==> src/sv/fpra_pkg.sv <==
// Shared types and constants for the frame pacer with rate average.
// No dependencies; every other file in sv/ refers to it by scoped names.
`default_nettype none

package fpra_pkg;

  // Depth of the frame time ring; any value from 2 to 256.
  localparam int AVG_DEPTH = 16;

  localparam int WORK_W   = 24;
  localparam int BUDGET_W = 20;
  localparam int MIN_W    = 10;
  localparam int CARRY_W  = 10;
  localparam int DELAY_W  = 20;
  localparam int FRAME_W  = 24;
  localparam int AVG_W    = 24;
  localparam int FPS_W    = 16;

  localparam int SLOT_W = $clog2(AVG_DEPTH);
  localparam int SUM_W  = FRAME_W + $clog2(AVG_DEPTH);
  localparam int AREM_W = $clog2(AVG_DEPTH);
  localparam int CNT_W  = $clog2(SUM_W + 1);

  localparam int APB_DW = 32;
  localparam int ADDR_W = 4;
  localparam int REG_W  = ADDR_W - 2;

  localparam logic [BUDGET_W-1:0] BUDGET_RESET = BUDGET_W'(16666);
  localparam logic [MIN_W-1:0]    MIN_RESET    = MIN_W'(350);

  localparam logic [SLOT_W-1:0] SLOT_LAST  = SLOT_W'(AVG_DEPTH - 1);
  localparam logic [AREM_W:0]   DEPTH_DIV  = (AREM_W + 1)'(AVG_DEPTH);

  // fps_x256 = FPS_NUM / sum. The quotient saturates exactly when
  // sum <= FPS_NUM >> 16, so only the low 16 quotient bits are iterated.
  localparam logic [63:0]       FPS_NUM = 64'd256000000 * AVG_DEPTH;
  localparam logic [SUM_W-1:0]  FPS_HI  = SUM_W'(FPS_NUM >> FPS_W);
  localparam logic [FPS_W-1:0]  FPS_LO  = FPS_NUM[FPS_W-1:0];

  typedef enum logic [REG_W-1:0] {
    REG_BUDGET    = 2'd0,
    REG_MIN_SLEEP = 2'd1,
    REG_UNCAPPED  = 2'd2
  } fpra_reg_t;

  typedef enum logic [2:0] {
    ST_IDLE,
    ST_PACE,
    ST_FRAME,
    ST_DIV,
    ST_OUT
  } fpra_state_t;

  typedef struct packed {
    logic [BUDGET_W-1:0] budget;
    logic [MIN_W-1:0]    min_sleep;
    logic                uncapped;
  } fpra_cfg_t;

  typedef struct packed {
    logic load;
    logic pace_en;
    logic pace_last;
    logic frame_en;
    logic div_load;
    logic div_step;
    logic fps_step;
  } fpra_ctl_t;

endpackage

`default_nettype wire

==> src/sv/fpra_if.sv <==
// Valid/ready channel interfaces for the frame pacer: work time in, results out.
// Depends on fpra_pkg for field widths.
`default_nettype none

interface fpra_in_if;
  logic                         valid;
  logic                         ready;
  logic [fpra_pkg::WORK_W-1:0]  work_time_us;

  modport source (output valid, output work_time_us, input ready);
  modport sink (input valid, input work_time_us, output ready);
endinterface

interface fpra_out_if;
  logic                         valid;
  logic                         ready;
  logic [fpra_pkg::DELAY_W-1:0] delay_us;
  logic                         under_rate;
  logic [fpra_pkg::AVG_W-1:0]   avg_frame_us;
  logic [fpra_pkg::FPS_W-1:0]   fps_x256;

  modport source (output valid, output delay_us, output under_rate, output avg_frame_us,
                  output fps_x256, input ready);
  modport sink (input valid, input delay_us, input under_rate, input avg_frame_us,
                input fps_x256, output ready);
endinterface

`default_nettype wire

==> src/sv/fpra_regs.sv <==
// APB configuration registers: frame budget, minimum sleep, uncapped flag.
// Depends on fpra_pkg.
`default_nettype none

module fpra_regs (
  input  logic                          clk,
  input  logic                          rst,
  input  logic                          psel,
  input  logic                          penable,
  input  logic                          pwrite,
  input  logic [fpra_pkg::ADDR_W-1:0]   paddr,
  input  logic [fpra_pkg::APB_DW-1:0]   pwdata,
  output logic [fpra_pkg::APB_DW-1:0]   prdata,
  output logic                          pready,
  output fpra_pkg::fpra_cfg_t           cfg
);

  logic                         wr;
  logic [fpra_pkg::REG_W-1:0]   idx;

  assign pready = 1'b1;
  assign wr     = psel & penable & pwrite;
  assign idx    = paddr[fpra_pkg::ADDR_W-1:2];

  always_ff @(posedge clk) begin
    if (rst) begin
      cfg.budget    <= fpra_pkg::BUDGET_RESET;
      cfg.min_sleep <= fpra_pkg::MIN_RESET;
      cfg.uncapped  <= 1'b0;
    end else if (wr) begin
      unique case (idx)
        fpra_pkg::REG_BUDGET:    cfg.budget    <= pwdata[fpra_pkg::BUDGET_W-1:0];
        fpra_pkg::REG_MIN_SLEEP: cfg.min_sleep <= pwdata[fpra_pkg::MIN_W-1:0];
        fpra_pkg::REG_UNCAPPED:  cfg.uncapped  <= pwdata[0];
        default: ;
      endcase
    end
  end

  always_comb begin
    prdata = '0;
    unique case (idx)
      fpra_pkg::REG_BUDGET:    prdata = fpra_pkg::APB_DW'(cfg.budget);
      fpra_pkg::REG_MIN_SLEEP: prdata = fpra_pkg::APB_DW'(cfg.min_sleep);
      fpra_pkg::REG_UNCAPPED:  prdata = fpra_pkg::APB_DW'(cfg.uncapped);
      default:                 prdata = '0;
    endcase
  end

endmodule

`default_nettype wire

==> src/sv/fpra_pacer.sv <==
// Bit-serial pacing datapath: slack, delay and carry in one pass, then frame
// time and running ring sum in a second pass. Depends on fpra_pkg.
`default_nettype none

module fpra_pacer (
  input  logic                            clk,
  input  logic                            rst,
  input  fpra_pkg::fpra_ctl_t             ctl,
  input  fpra_pkg::fpra_cfg_t             cfg,
  input  logic [fpra_pkg::WORK_W-1:0]     work_in,
  input  logic [fpra_pkg::FRAME_W-1:0]    old_frame,
  output logic [fpra_pkg::DELAY_W-1:0]    delay,
  output logic                            under,
  output logic [fpra_pkg::FRAME_W-1:0]    frame,
  output logic [fpra_pkg::SUM_W-1:0]      sum
);

  localparam int WW = fpra_pkg::WORK_W;
  localparam int BW = fpra_pkg::BUDGET_W;
  localparam int CW = fpra_pkg::CARRY_W;
  localparam int MW = fpra_pkg::MIN_W;
  localparam int DW = fpra_pkg::DELAY_W;
  localparam int FW = fpra_pkg::FRAME_W;
  localparam int SW = fpra_pkg::SUM_W;

  logic [WW-1:0] work_sr;
  logic [BW-1:0] bud_sr;
  logic [CW-1:0] carry_sr;
  logic [MW-1:0] min_sr;
  logic [WW-1:0] u_sr;
  logic [WW-1:0] s_sr;
  logic [DW-1:0] delay_sr;
  logic [FW-1:0] old_sr;
  logic [SW-1:0] frame_sr;
  logic [SW-1:0] sum_sr;
  logic [CW-1:0] carry_us;
  logic          brw1, cy2, brw3, cy4, brw5, cy6;

  logic          w, b, c, m, d, o, sb;
  logic          t_bit, s_bit, u_bit, f_bit, x_bit, y_bit;
  logic          brw1_next, cy2_next, brw3_next, cy4_next, brw5_next, cy6_next;
  logic [WW-1:0] u_full, s_full;
  logic [DW-1:0] dly_sat, dly_new;
  logic [CW-1:0] carry_new;

  assign w  = work_sr[0];
  assign b  = bud_sr[0];
  assign c  = carry_sr[0];
  assign m  = min_sr[0];
  assign d  = delay_sr[0];
  assign o  = old_sr[0];
  assign sb = sum_sr[0];

  // pass 1: t = budget - work, s = t + carry, u = s - min_sleep
  assign t_bit     = b ^ w ^ brw1;
  assign brw1_next = (~b & (w | brw1)) | (w & brw1);
  assign s_bit     = t_bit ^ c ^ cy2;
  assign cy2_next  = (t_bit & c) | (t_bit & cy2) | (c & cy2);
  assign u_bit     = s_bit ^ m ^ brw3;
  assign brw3_next = (~s_bit & (m | brw3)) | (m & brw3);
  assign u_full    = {u_bit, u_sr[WW-1:1]};
  assign s_full    = {s_bit, s_sr[WW-1:1]};

  // pass 2: f = work + delay, new sum = sum - old + f
  assign f_bit     = w ^ d ^ cy4;
  assign cy4_next  = (w & d) | (w & cy4) | (d & cy4);
  assign x_bit     = sb ^ o ^ brw5;
  assign brw5_next = (~sb & (o | brw5)) | (o & brw5);
  assign y_bit     = x_bit ^ f_bit ^ cy6;
  assign cy6_next  = (x_bit & f_bit) | (x_bit & cy6) | (f_bit & cy6);

  // slack stays below 2^21 when not under rate, so bit DW alone flags overflow
  assign dly_sat = cfg.uncapped ? '0 : (u_full[DW] ? '1 : u_full[DW-1:0]);

  always_comb begin
    if (brw1_next || brw3_next) begin
      dly_new = '0;
    end else begin
      dly_new = dly_sat;
    end
    if (!brw1_next && brw3_next) begin
      carry_new = s_full[CW-1:0];
    end else begin
      carry_new = '0;
    end
  end

  always_ff @(posedge clk) begin
    if (rst) begin
      carry_us <= '0;
      sum_sr   <= '0;
    end else begin
      if (ctl.pace_last) carry_us <= carry_new;
      if (ctl.frame_en)  sum_sr   <= {y_bit, sum_sr[SW-1:1]};
    end
  end

  always_ff @(posedge clk) begin
    if (ctl.load) begin
      work_sr  <= work_in;
      bud_sr   <= cfg.budget;
      carry_sr <= carry_us;
      min_sr   <= cfg.min_sleep;
      brw1     <= 1'b0;
      cy2      <= 1'b0;
      brw3     <= 1'b0;
      cy4      <= 1'b0;
      brw5     <= 1'b0;
      cy6      <= 1'b0;
    end
    if (ctl.pace_en) begin
      work_sr  <= {w, work_sr[WW-1:1]};   // rotate: work is needed again
      bud_sr   <= {1'b0, bud_sr[BW-1:1]};
      carry_sr <= {1'b0, carry_sr[CW-1:1]};
      min_sr   <= {1'b0, min_sr[MW-1:1]};
      u_sr     <= u_full;
      s_sr     <= s_full;
      brw1     <= brw1_next;
      cy2      <= cy2_next;
      brw3     <= brw3_next;
    end
    if (ctl.pace_last) begin
      under    <= brw1_next;
      delay    <= dly_new;
      delay_sr <= dly_new;
      old_sr   <= old_frame;
    end
    if (ctl.frame_en) begin
      work_sr  <= {1'b0, work_sr[WW-1:1]};
      delay_sr <= {1'b0, delay_sr[DW-1:1]};
      old_sr   <= {1'b0, old_sr[FW-1:1]};
      frame_sr <= {f_bit, frame_sr[SW-1:1]};
      cy4      <= cy4_next;
      brw5     <= brw5_next;
      cy6      <= cy6_next;
    end
  end

  // work <= budget < 2^20 whenever delay is nonzero, so frame never overflows
  assign frame = frame_sr[FW-1:0];
  assign sum   = sum_sr;

endmodule

`default_nettype wire

==> src/sv/fpra_ring.sv <==
// Frame time ring: one write port, one registered read at the current slot,
// per-entry valid bits so unwritten entries read as zero. Depends on fpra_pkg.
`default_nettype none

module fpra_ring (
  input  logic                          clk,
  input  logic                          rst,
  input  logic                          wr_en,
  input  logic [fpra_pkg::FRAME_W-1:0]  wr_data,
  output logic [fpra_pkg::FRAME_W-1:0]  old_frame
);

  logic [fpra_pkg::FRAME_W-1:0]   mem [fpra_pkg::AVG_DEPTH];
  logic [fpra_pkg::AVG_DEPTH-1:0] vld;
  logic [fpra_pkg::SLOT_W-1:0]    slot;
  logic [fpra_pkg::FRAME_W-1:0]   rdata;
  logic                           rvld;

  always_ff @(posedge clk) begin
    if (rst) begin
      vld  <= '0;
      slot <= '0;
    end else if (wr_en) begin
      vld[slot] <= 1'b1;
      slot      <= (slot == fpra_pkg::SLOT_LAST) ? '0 : slot + fpra_pkg::SLOT_W'(1);
    end
  end

  always_ff @(posedge clk) begin
    if (wr_en) mem[slot] <= wr_data;
    rdata <= mem[slot];
    rvld  <= vld[slot];
  end

  assign old_frame = rvld ? rdata : '0;

endmodule

`default_nettype wire

==> src/sv/fpra_div.sv <==
// Iterative dividers: average = sum / depth one bit per cycle on a narrow
// remainder, and fps = constant / sum one quotient bit per cycle. Depends on fpra_pkg.
`default_nettype none

module fpra_div (
  input  logic                          clk,
  input  fpra_pkg::fpra_ctl_t           ctl,
  input  logic [fpra_pkg::SUM_W-1:0]    sum,
  output logic [fpra_pkg::AVG_W-1:0]    avg,
  output logic [fpra_pkg::FPS_W-1:0]    fps
);

  localparam int SW = fpra_pkg::SUM_W;
  localparam int RW = fpra_pkg::AREM_W;
  localparam int QW = fpra_pkg::FPS_W;

  logic [SW-1:0] acc_sr;
  logic [RW-1:0] arem;
  logic [SW-1:0] divisor;
  logic [SW-1:0] frem;
  logic [QW-1:0] lo_sr;
  logic [QW-1:0] fq;
  logic          sat;

  logic [RW:0]   at;
  logic          a_ge;
  logic [SW:0]   ft;
  logic          f_ge;

  assign at   = {arem, acc_sr[SW-1]};
  assign a_ge = (at >= fpra_pkg::DEPTH_DIV);
  assign ft   = {frem, lo_sr[QW-1]};
  assign f_ge = (ft >= {1'b0, divisor});

  always_ff @(posedge clk) begin
    if (ctl.div_load) begin
      acc_sr  <= sum;
      arem    <= '0;
      divisor <= sum;
      frem    <= fpra_pkg::FPS_HI;
      lo_sr   <= fpra_pkg::FPS_LO;
      sat     <= (sum <= fpra_pkg::FPS_HI);   // includes an all-zero ring
    end
    if (ctl.div_step) begin
      acc_sr <= {acc_sr[SW-2:0], 1'b0};
      arem   <= a_ge ? RW'(at - fpra_pkg::DEPTH_DIV) : at[RW-1:0];
      avg    <= {avg[fpra_pkg::AVG_W-2:0], a_ge};
    end
    if (ctl.fps_step) begin
      lo_sr <= {lo_sr[QW-2:0], 1'b0};
      frem  <= f_ge ? SW'(ft - {1'b0, divisor}) : ft[SW-1:0];
      fq    <= {fq[QW-2:0], f_ge};
    end
  end

  assign fps = sat ? '1 : fq;

endmodule

`default_nettype wire

==> src/sv/frame_pacer_with_rate_average_core.sv <==
// Frame pacer with rate average: top level, sequencer and output register.
// Depends on fpra_pkg, fpra_if, fpra_regs, fpra_pacer, fpra_ring, fpra_div.
//
// Usage: each input beat on frame_in carries one frame's work time in
// microseconds. The block returns one beat on result per input: the delay to
// insert before the next frame, the under-rate flag, the mean frame time over
// the last AVG_DEPTH frames and the frame rate in 8.8 fixed point.
// The arithmetic runs one bit per cycle: a pass for slack and delay, a pass for
// frame time and ring sum, then the divider pass and a final output step. One item
// is in work at a time; frame_in.ready is high only while the sequencer is
// idle, so no new beat is taken until the current item reaches the output
// register. A finished result sits in the output register; the next input is
// accepted while it waits, and a stalled receiver only holds the sequencer at
// its final step until the register is free.
// Reset (rst, synchronous) restores register defaults (budget 16666 us,
// minimum sleep 350 us, capped), clears the carry, ring, sum and slot, and
// drops result.valid. The user must write configuration over APB only while
// idle; the block itself does not enforce this.
`default_nettype none

module frame_pacer_with_rate_average_core (
  input  logic                          clk,
  input  logic                          rst,
  fpra_in_if.sink                       frame_in,
  fpra_out_if.source                    result,
  input  logic                          psel,
  input  logic                          penable,
  input  logic                          pwrite,
  input  logic [fpra_pkg::ADDR_W-1:0]   paddr,
  input  logic [fpra_pkg::APB_DW-1:0]   pwdata,
  output logic [fpra_pkg::APB_DW-1:0]   prdata,
  output logic                          pready
);

  localparam int CW = fpra_pkg::CNT_W;

  fpra_pkg::fpra_state_t        state, state_next;
  logic [CW-1:0]                cnt, cnt_next;
  fpra_pkg::fpra_ctl_t          ctl;
  fpra_pkg::fpra_cfg_t          cfg;
  logic                         out_valid;
  logic                         out_load;

  logic [fpra_pkg::DELAY_W-1:0] delay;
  logic                         under;
  logic [fpra_pkg::FRAME_W-1:0] frame;
  logic [fpra_pkg::SUM_W-1:0]   sum;
  logic [fpra_pkg::FRAME_W-1:0] old_frame;
  logic [fpra_pkg::AVG_W-1:0]   avg;
  logic [fpra_pkg::FPS_W-1:0]   fps;

  fpra_regs u_regs (
    .clk     (clk),
    .rst     (rst),
    .psel    (psel),
    .penable (penable),
    .pwrite  (pwrite),
    .paddr   (paddr),
    .pwdata  (pwdata),
    .prdata  (prdata),
    .pready  (pready),
    .cfg     (cfg)
  );

  fpra_pacer u_pacer (
    .clk       (clk),
    .rst       (rst),
    .ctl       (ctl),
    .cfg       (cfg),
    .work_in   (frame_in.work_time_us),
    .old_frame (old_frame),
    .delay     (delay),
    .under     (under),
    .frame     (frame),
    .sum       (sum)
  );

  // ring is written on the first divider cycle, once the frame bits are all in
  fpra_ring u_ring (
    .clk       (clk),
    .rst       (rst),
    .wr_en     (ctl.div_load),
    .wr_data   (frame),
    .old_frame (old_frame)
  );

  fpra_div u_div (
    .clk (clk),
    .ctl (ctl),
    .sum (sum),
    .avg (avg),
    .fps (fps)
  );

  always_ff @(posedge clk) begin
    if (rst) begin
      state <= fpra_pkg::ST_IDLE;
      cnt   <= '0;
    end else begin
      state <= state_next;
      cnt   <= cnt_next;
    end
  end

  always_comb begin
    state_next     = state;
    cnt_next       = cnt;
    ctl            = '0;
    out_load       = 1'b0;
    frame_in.ready = 1'b0;
    unique case (state)
      fpra_pkg::ST_IDLE: begin
        frame_in.ready = 1'b1;
        if (frame_in.valid) begin
          ctl.load   = 1'b1;
          cnt_next   = '0;
          state_next = fpra_pkg::ST_PACE;
        end
      end
      fpra_pkg::ST_PACE: begin
        ctl.pace_en = 1'b1;
        cnt_next    = cnt + CW'(1);
        if (cnt == CW'(fpra_pkg::WORK_W - 1)) begin
          ctl.pace_last = 1'b1;
          cnt_next      = '0;
          state_next    = fpra_pkg::ST_FRAME;
        end
      end
      fpra_pkg::ST_FRAME: begin
        ctl.frame_en = 1'b1;
        cnt_next     = cnt + CW'(1);
        if (cnt == CW'(fpra_pkg::SUM_W - 1)) begin
          cnt_next   = '0;
          state_next = fpra_pkg::ST_DIV;
        end
      end
      fpra_pkg::ST_DIV: begin
        ctl.div_load = (cnt == '0);
        ctl.div_step = (cnt != '0);
        ctl.fps_step = (cnt != '0) && (cnt <= CW'(fpra_pkg::FPS_W));
        cnt_next     = cnt + CW'(1);
        if (cnt == CW'(fpra_pkg::SUM_W)) begin
          cnt_next   = '0;
          state_next = fpra_pkg::ST_OUT;
        end
      end
      fpra_pkg::ST_OUT: begin
        if (!out_valid || result.ready) begin
          out_load   = 1'b1;
          state_next = fpra_pkg::ST_IDLE;
        end
      end
      default: begin
        state_next = fpra_pkg::ST_IDLE;
      end
    endcase
  end

  always_ff @(posedge clk) begin
    if (rst) begin
      out_valid <= 1'b0;
    end else if (out_load) begin
      out_valid <= 1'b1;
    end else if (result.ready) begin
      out_valid <= 1'b0;
    end
  end

  always_ff @(posedge clk) begin
    if (out_load) begin
      result.delay_us     <= delay;
      result.under_rate   <= under;
      result.avg_frame_us <= avg;
      result.fps_x256     <= fps;
    end
  end

  assign result.valid = out_valid;

`ifndef SYNTHESIS
  // a pacing pass starts only from an accepted beat
  assert property (@(posedge clk) disable iff (rst)
    (state == fpra_pkg::ST_PACE && cnt == '0) |-> $past(frame_in.valid && frame_in.ready))
    else $error("pacing pass started without an input beat");

  // under rate never comes with an inserted delay
  assert property (@(posedge clk) disable iff (rst)
    (result.valid && result.under_rate) |-> (result.delay_us == '0))
    else $error("delay inserted on an under-rate frame");

  // a mean below one microsecond means a tiny sum, so the rate must saturate
  assert property (@(posedge clk) disable iff (rst)
    (result.valid && result.avg_frame_us == '0) |-> (result.fps_x256 == '1))
    else $error("fps not saturated for a near-zero ring sum");

  // the ring is written exactly once per item, right after the frame pass
  assert property (@(posedge clk) disable iff (rst)
    ctl.div_load |-> $past(state == fpra_pkg::ST_FRAME))
    else $error("ring write outside the end of a frame pass");
`endif

endmodule

`default_nettype wire
==> src/flat_wrapper.sv <==
// flat-port wrapper written by rule: the top's interface ports become plain ports
module frame_pacer_with_rate_average_core_flat 
  (clk, rst, psel, penable, pwrite, paddr, pwdata, prdata, pready, frame_in_valid, frame_in_work_time_us, frame_in_ready, result_valid, result_delay_us, result_under_rate, result_avg_frame_us, result_fps_x256, result_ready);
  fpra_in_if frame_in_i ();
  fpra_out_if result_i ();
  input  logic clk;
  input  logic rst;
  input  logic psel;
  input  logic penable;
  input  logic pwrite;
  input  logic [fpra_pkg::ADDR_W-1:0] paddr;
  input  logic [fpra_pkg::APB_DW-1:0] pwdata;
  output logic [fpra_pkg::APB_DW-1:0] prdata;
  output logic pready;
  input wire logic [$bits(frame_in_i.valid)-1:0] frame_in_valid;
  input wire logic [$bits(frame_in_i.work_time_us)-1:0] frame_in_work_time_us;
  output wire logic [$bits(frame_in_i.ready)-1:0] frame_in_ready;
  output wire logic [$bits(result_i.valid)-1:0] result_valid;
  output wire logic [$bits(result_i.delay_us)-1:0] result_delay_us;
  output wire logic [$bits(result_i.under_rate)-1:0] result_under_rate;
  output wire logic [$bits(result_i.avg_frame_us)-1:0] result_avg_frame_us;
  output wire logic [$bits(result_i.fps_x256)-1:0] result_fps_x256;
  input wire logic [$bits(result_i.ready)-1:0] result_ready;
  assign frame_in_i.valid = frame_in_valid;
  assign frame_in_i.work_time_us = frame_in_work_time_us;
  assign frame_in_ready = frame_in_i.ready;
  assign result_valid = result_i.valid;
  assign result_delay_us = result_i.delay_us;
  assign result_under_rate = result_i.under_rate;
  assign result_avg_frame_us = result_i.avg_frame_us;
  assign result_fps_x256 = result_i.fps_x256;
  assign result_i.ready = result_ready;
  frame_pacer_with_rate_average_core u_core (.clk(clk), .rst(rst), .frame_in(frame_in_i), .result(result_i), .psel(psel), .penable(penable), .pwrite(pwrite), .paddr(paddr), .pwdata(pwdata), .prdata(prdata), .pready(pready));
endmodule
==> config.mk <==
export PLATFORM = sky130hd
export DESIGN_NAME = frame_pacer_with_rate_average_core_flat
export DESIGN_NICKNAME = d
export VERILOG_FILES = /design/src/sv/fpra_pkg.sv /design/src/sv/fpra_if.sv /design/src/sv/fpra_regs.sv /design/src/sv/fpra_pacer.sv /design/src/sv/fpra_ring.sv /design/src/sv/fpra_div.sv /design/src/sv/frame_pacer_with_rate_average_core.sv /design/src/flat_wrapper.sv
export SDC_FILE = /design/constraint.sdc
export NUM_CORES = 1
export LEC_CHECK = 0
export ABC_AREA = 0
export BUFFER_PORTS_ARGS = -buffer_cell sky130_fd_sc_hd__buf_2
export CORE_MARGIN = 3
export CORE_UTILIZATION = 50
export CTS_BUF_LIST = sky130_fd_sc_hd__clkbuf_2
export CTS_CLUSTER_SIZE = 10
export DETAILED_ROUTE_END_ITERATION = 16
export PLACE_DENSITY_LB_ADDON = 0.15
export SYNTH_ARGS = -nofsm -noshare
export SYNTH_HDL_FRONTEND = slang
export SYNTH_SLANG_ARGS = --single-unit
==> constraint.sdc <==
create_clock -name clk -period 7.35 [get_ports clk]
set_clock_uncertainty 0.2 [all_clocks]
set_input_delay 1.1025 -clock clk [delete_from_list [all_inputs] [get_ports clk]]
set_output_delay 1.1025 -clock clk [all_outputs]
set_load 0.05 [all_outputs]
==> impl_metrics.env <==
export IMPL_slew_violations=0
export IMPL_die_h_um=271
export IMPL_final_cell_count_no_fill=3675
export IMPL_port_buffers=135
export IMPL_clockRootBuffer="sky130_fd_sc_hd__clkbuf_2"
export IMPL_setup_ws_ps=3270
export IMPL_critical_path_depth=5
export IMPL_grt_overflow_total=0
export IMPL_floorplan_initialDensity=0.509
export IMPL_synth_edff_count=776
export IMPL_outcome="finished clean"
export IMPL_finalNetCount=2655
export IMPL_hpwl_um=38900
export IMPL_post_place_ws_ps=3270
export IMPL_die_x_um=271
export IMPL_fmax_ghz=0.245
export IMPL_totalWireLength_um=71100
export IMPL_synth_seq_cells=906
export IMPL_fp_dieArea_sq_um=73700
export IMPL_cts_setup_buffers=0
export IMPL_syn_instance_count=2207
export IMPL_design_power_total_mw=11.8
export IMPL_powerDensity_nw_per_um2=299
export IMPL_leak_pwr_nw=14.0
export IMPL_design_core_area_sq_um=69200
export IMPL_synth_cell_area_sq_um=35200
export IMPL_drv_cap=0
export IMPL_crit_path_start_kind="input pin"
export IMPL_timing_worst_setup_path_type="input pin to output pin"
export IMPL_hold_path_class="input pin to flop"
export IMPL_placedCellCount=3205
export IMPL_syn_area_per_cell_sq_um=16.0
export IMPL_grt_max_degree=99
export IMPL_synth_yosys_warnings=0
export IMPL_detailedRoute_firstPassIterationCount=6
export IMPL_slew_headroom=0.153
export IMPL_i_o_pins=163
export IMPL_worstMarginPinSlew_ps=1270
export IMPL_via_count=19500
export IMPL_final_ant_viol_nets=0
export IMPL_worst_path_cell_chain="dlygate4sd3_1 > buf_2 > nor2_1 > and2_1 > buf_2"
export IMPL_timing_hold_violations_final=0
export IMPL_period_needed_ps=4080
export IMPL_async_flop_share=0
export IMPL_r2r_worst_path_cells=10
export IMPL_post_synth_top_area_fraction=0.661
export IMPL_grt_setup_unrepaired="false"
export IMPL_yosysMostFrequentCell="sky130_fd_sc_hd__edfxtp_1"
export IMPL_yosysTopAreaCell="sky130_fd_sc_hd__edfxtp_1"
export IMPL_worst_ir_drop_vdd_v=0.000148
export IMPL_worst_path_most_repeated_cell="sky130_fd_sc_hd__buf_2"
export IMPL_post_drt_wl_per_cell_um=19.3
export IMPL_via_per_inst=5.30
export IMPL_antenna_found_initial=1
export IMPL_depth_of_the_cts_h_tree=4
export IMPL_first_global_vias=20300
export IMPL_fin_setup_tns_ps=0
export IMPL_worst_setup_path_end_kind="output pin"
export IMPL_clkTransAtPathRegs_ps=110
export IMPL_post_synth_most_frequent_cells="sky130_fd_sc_hd__edfxtp_1, sky130_fd_sc_hd__nand2_1, sky130_fd_sc_hd__nor2_1"
export IMPL_cts_path_max_buffers=3
export IMPL_drc_errors=0
export IMPL_synth_ff_type="sky130_fd_sc_hd__edfxtp_1"
export IMPL_crit_buf_inv=3
export IMPL_critical_path_required_ps=6050
export IMPL_gpl_final_weighted_congestion=0.842
export IMPL_synth_distinct_cells=63
export IMPL_area_growth_syn_to_fin_pct=12.5
export IMPL_period_share=0.555
export IMPL_drt_initial_drc_count=1474
export IMPL_clock_tree_from_tritoncts="built"
export IMPL_numCtsBuffers=220
export IMPL_synth_area_top_cells="sky130_fd_sc_hd__edfxtp_1, sky130_fd_sc_hd__mux4_2, sky130_fd_sc_hd__dfxtp_1"
export IMPL_timing_critical_path_arrival_ps=2780
export IMPL_rows=96
export IMPL_whs_path_depth=5
export IMPL_groute_usage_overall=0.197
export IMPL_cp_top_family="buffers and inverters"
export IMPL_clock_insertion_delay_worst_skew_ps=1360
export IMPL_grt_first_pass_wirelength_um=112000
export IMPL_path_max_fanout=16
export IMPL_layout_drive_gt1_share=0.280
export IMPL_synth_sequential_area_ratio=0.735
export IMPL_critical_path_slowest_cell="sky130_fd_sc_hd__dlygate4sd3_1"
export IMPL_clock_sink_count=906
export IMPL_crit_path_max_incr_delay_ps=530
export IMPL_report_final_setup_viol=0
sequential cells by signal, summed over array words and instances (netlist names), 20 cells and up:
name and cells:
u_core.result.avg_frame_us 24, u_core.result.delay_us 20, u_core.u_div.acc_sr 28, u_core.u_div.avg 24, u_core.u_div.divisor 28, u_core.u_div.frem 28, u_core.u_pacer.bud_sr 20, u_core.u_pacer.delay 20
u_core.u_pacer.delay_sr 20, u_core.u_pacer.frame_sr 28, u_core.u_pacer.old_sr 24, u_core.u_pacer.s_sr 23, u_core.u_pacer.sum 28, u_core.u_pacer.u_sr 23, u_core.u_pacer.work_sr 24, u_core.u_regs.cfg 31
u_core.u_ring.mem 384, u_core.u_ring.rdata 24
final timing paths:
path | startpoint | to | slack, ps
worst max register to register | u_core.cnt[0] | u_core.u_ring.mem[15][9] | 3280
worst min register to register | u_core.u_pacer.s_sr[14] | u_core.u_pacer.s_sr[13] | 210
worst max-delay path | paddr[3] | prdata[18] | 3270
worst min-delay path | pwrite | u_core.u_regs.cfg[26] | 150
through the flow:
stage	cell area, sq um	utilization	hold WS, ps
2_1_floorplan	35300	-	200
3_3_place_gp	37000	0.535	206
3_5_place_dp	37000	0.535	205
4_1_cts	39600	0.573	7.66
5_1_grt	39600	0.573	3.77
6_report	39600	0.573	152
power breakdown:
group          internal, mW  switching, mW
Sequential             6.37          0.268
Combinational         0.666           1.17
Clock                  1.37           2.00
Total                  8.41           3.44
worst reg2reg max path, stage by stage (launching register included):
cell and delay [ps]:
sky130_fd_sc_hd__dfxtp_1 340, sky130_fd_sc_hd__inv_1 100, sky130_fd_sc_hd__ha_1 190, sky130_fd_sc_hd__nor3b_1 240
sky130_fd_sc_hd__ha_2 210, sky130_fd_sc_hd__buf_4 420, sky130_fd_sc_hd__nand2_1 260, sky130_fd_sc_hd__inv_1 220
sky130_fd_sc_hd__nand2_1 230, sky130_fd_sc_hd__nor2_2 840, sky130_fd_sc_hd__buf_4 510
layout by cell type, fill, tap and decap left out, types with 20 or more instances in the layout:
master                          synthesis  routed
sky130_fd_sc_hd__buf_4                 15      41
sky130_fd_sc_hd__nor2_1               171     156
sky130_fd_sc_hd__edfxtp_1             776     776
sky130_fd_sc_hd__mux2_2                42      42
sky130_fd_sc_hd__ha_1                  35      34
sky130_fd_sc_hd__clkbuf_2               0     341
sky130_fd_sc_hd__mux2i_1               56      56
sky130_fd_sc_hd__clkinv_1               3      55
sky130_fd_sc_hd__nand2_1              317     316
sky130_fd_sc_hd__dlygate4sd3_1          0      50
sky130_fd_sc_hd__or2_2                 20      20
sky130_fd_sc_hd__a21oi_1               97      97
sky130_fd_sc_hd__nand3_1               29      29
sky130_fd_sc_hd__buf_2                  6     134
sky130_fd_sc_hd__dfxtp_1              130     126
sky130_fd_sc_hd__o21ai_0               37      37
sky130_fd_sc_hd__inv_1                 54      54
sky130_fd_sc_hd__mux4_2               125     125
layer usage:
layer	routed length, um	global-route usage
met4	1290	0.0723
met1	31200	0.262
met3	3710	0.0449
met5	0	0
met2	34900	0.320
layout make-up:
cell class | instances | area, sq um
Multi-Input combinational cell | 1135 | 8710
Clock inverter | 77 | 440
Inverter | 58 | 220
Clock buffer | 341 | 1710
Antenna cell | 2 | 5.00
Fill cell | 5626 | 29500
Sequential cell | 906 | 25900
Timing Repair Buffer | 225 | 1480
Tap cell | 931 | 1160
cell families after synthesis:
kind of cell | share of synthesized area
AO/OA/AOI/OAI | 0.0369
XOR/XNOR | 0.00572
adder cells (fa/ha/maj) | 0.0164
buffers and inverters | 0.0211
flip-flops | 0.735
multiplexers | 0.109
other | 0.000213
AND/OR/NAND/NOR | 0.0753
what timing repair did:
action,CTS,global route
resized for setup,0,0
hold buffers,50,0
hold endpoints to repair,60,0
Note: power is estimated with default switching activity, not from simulation.
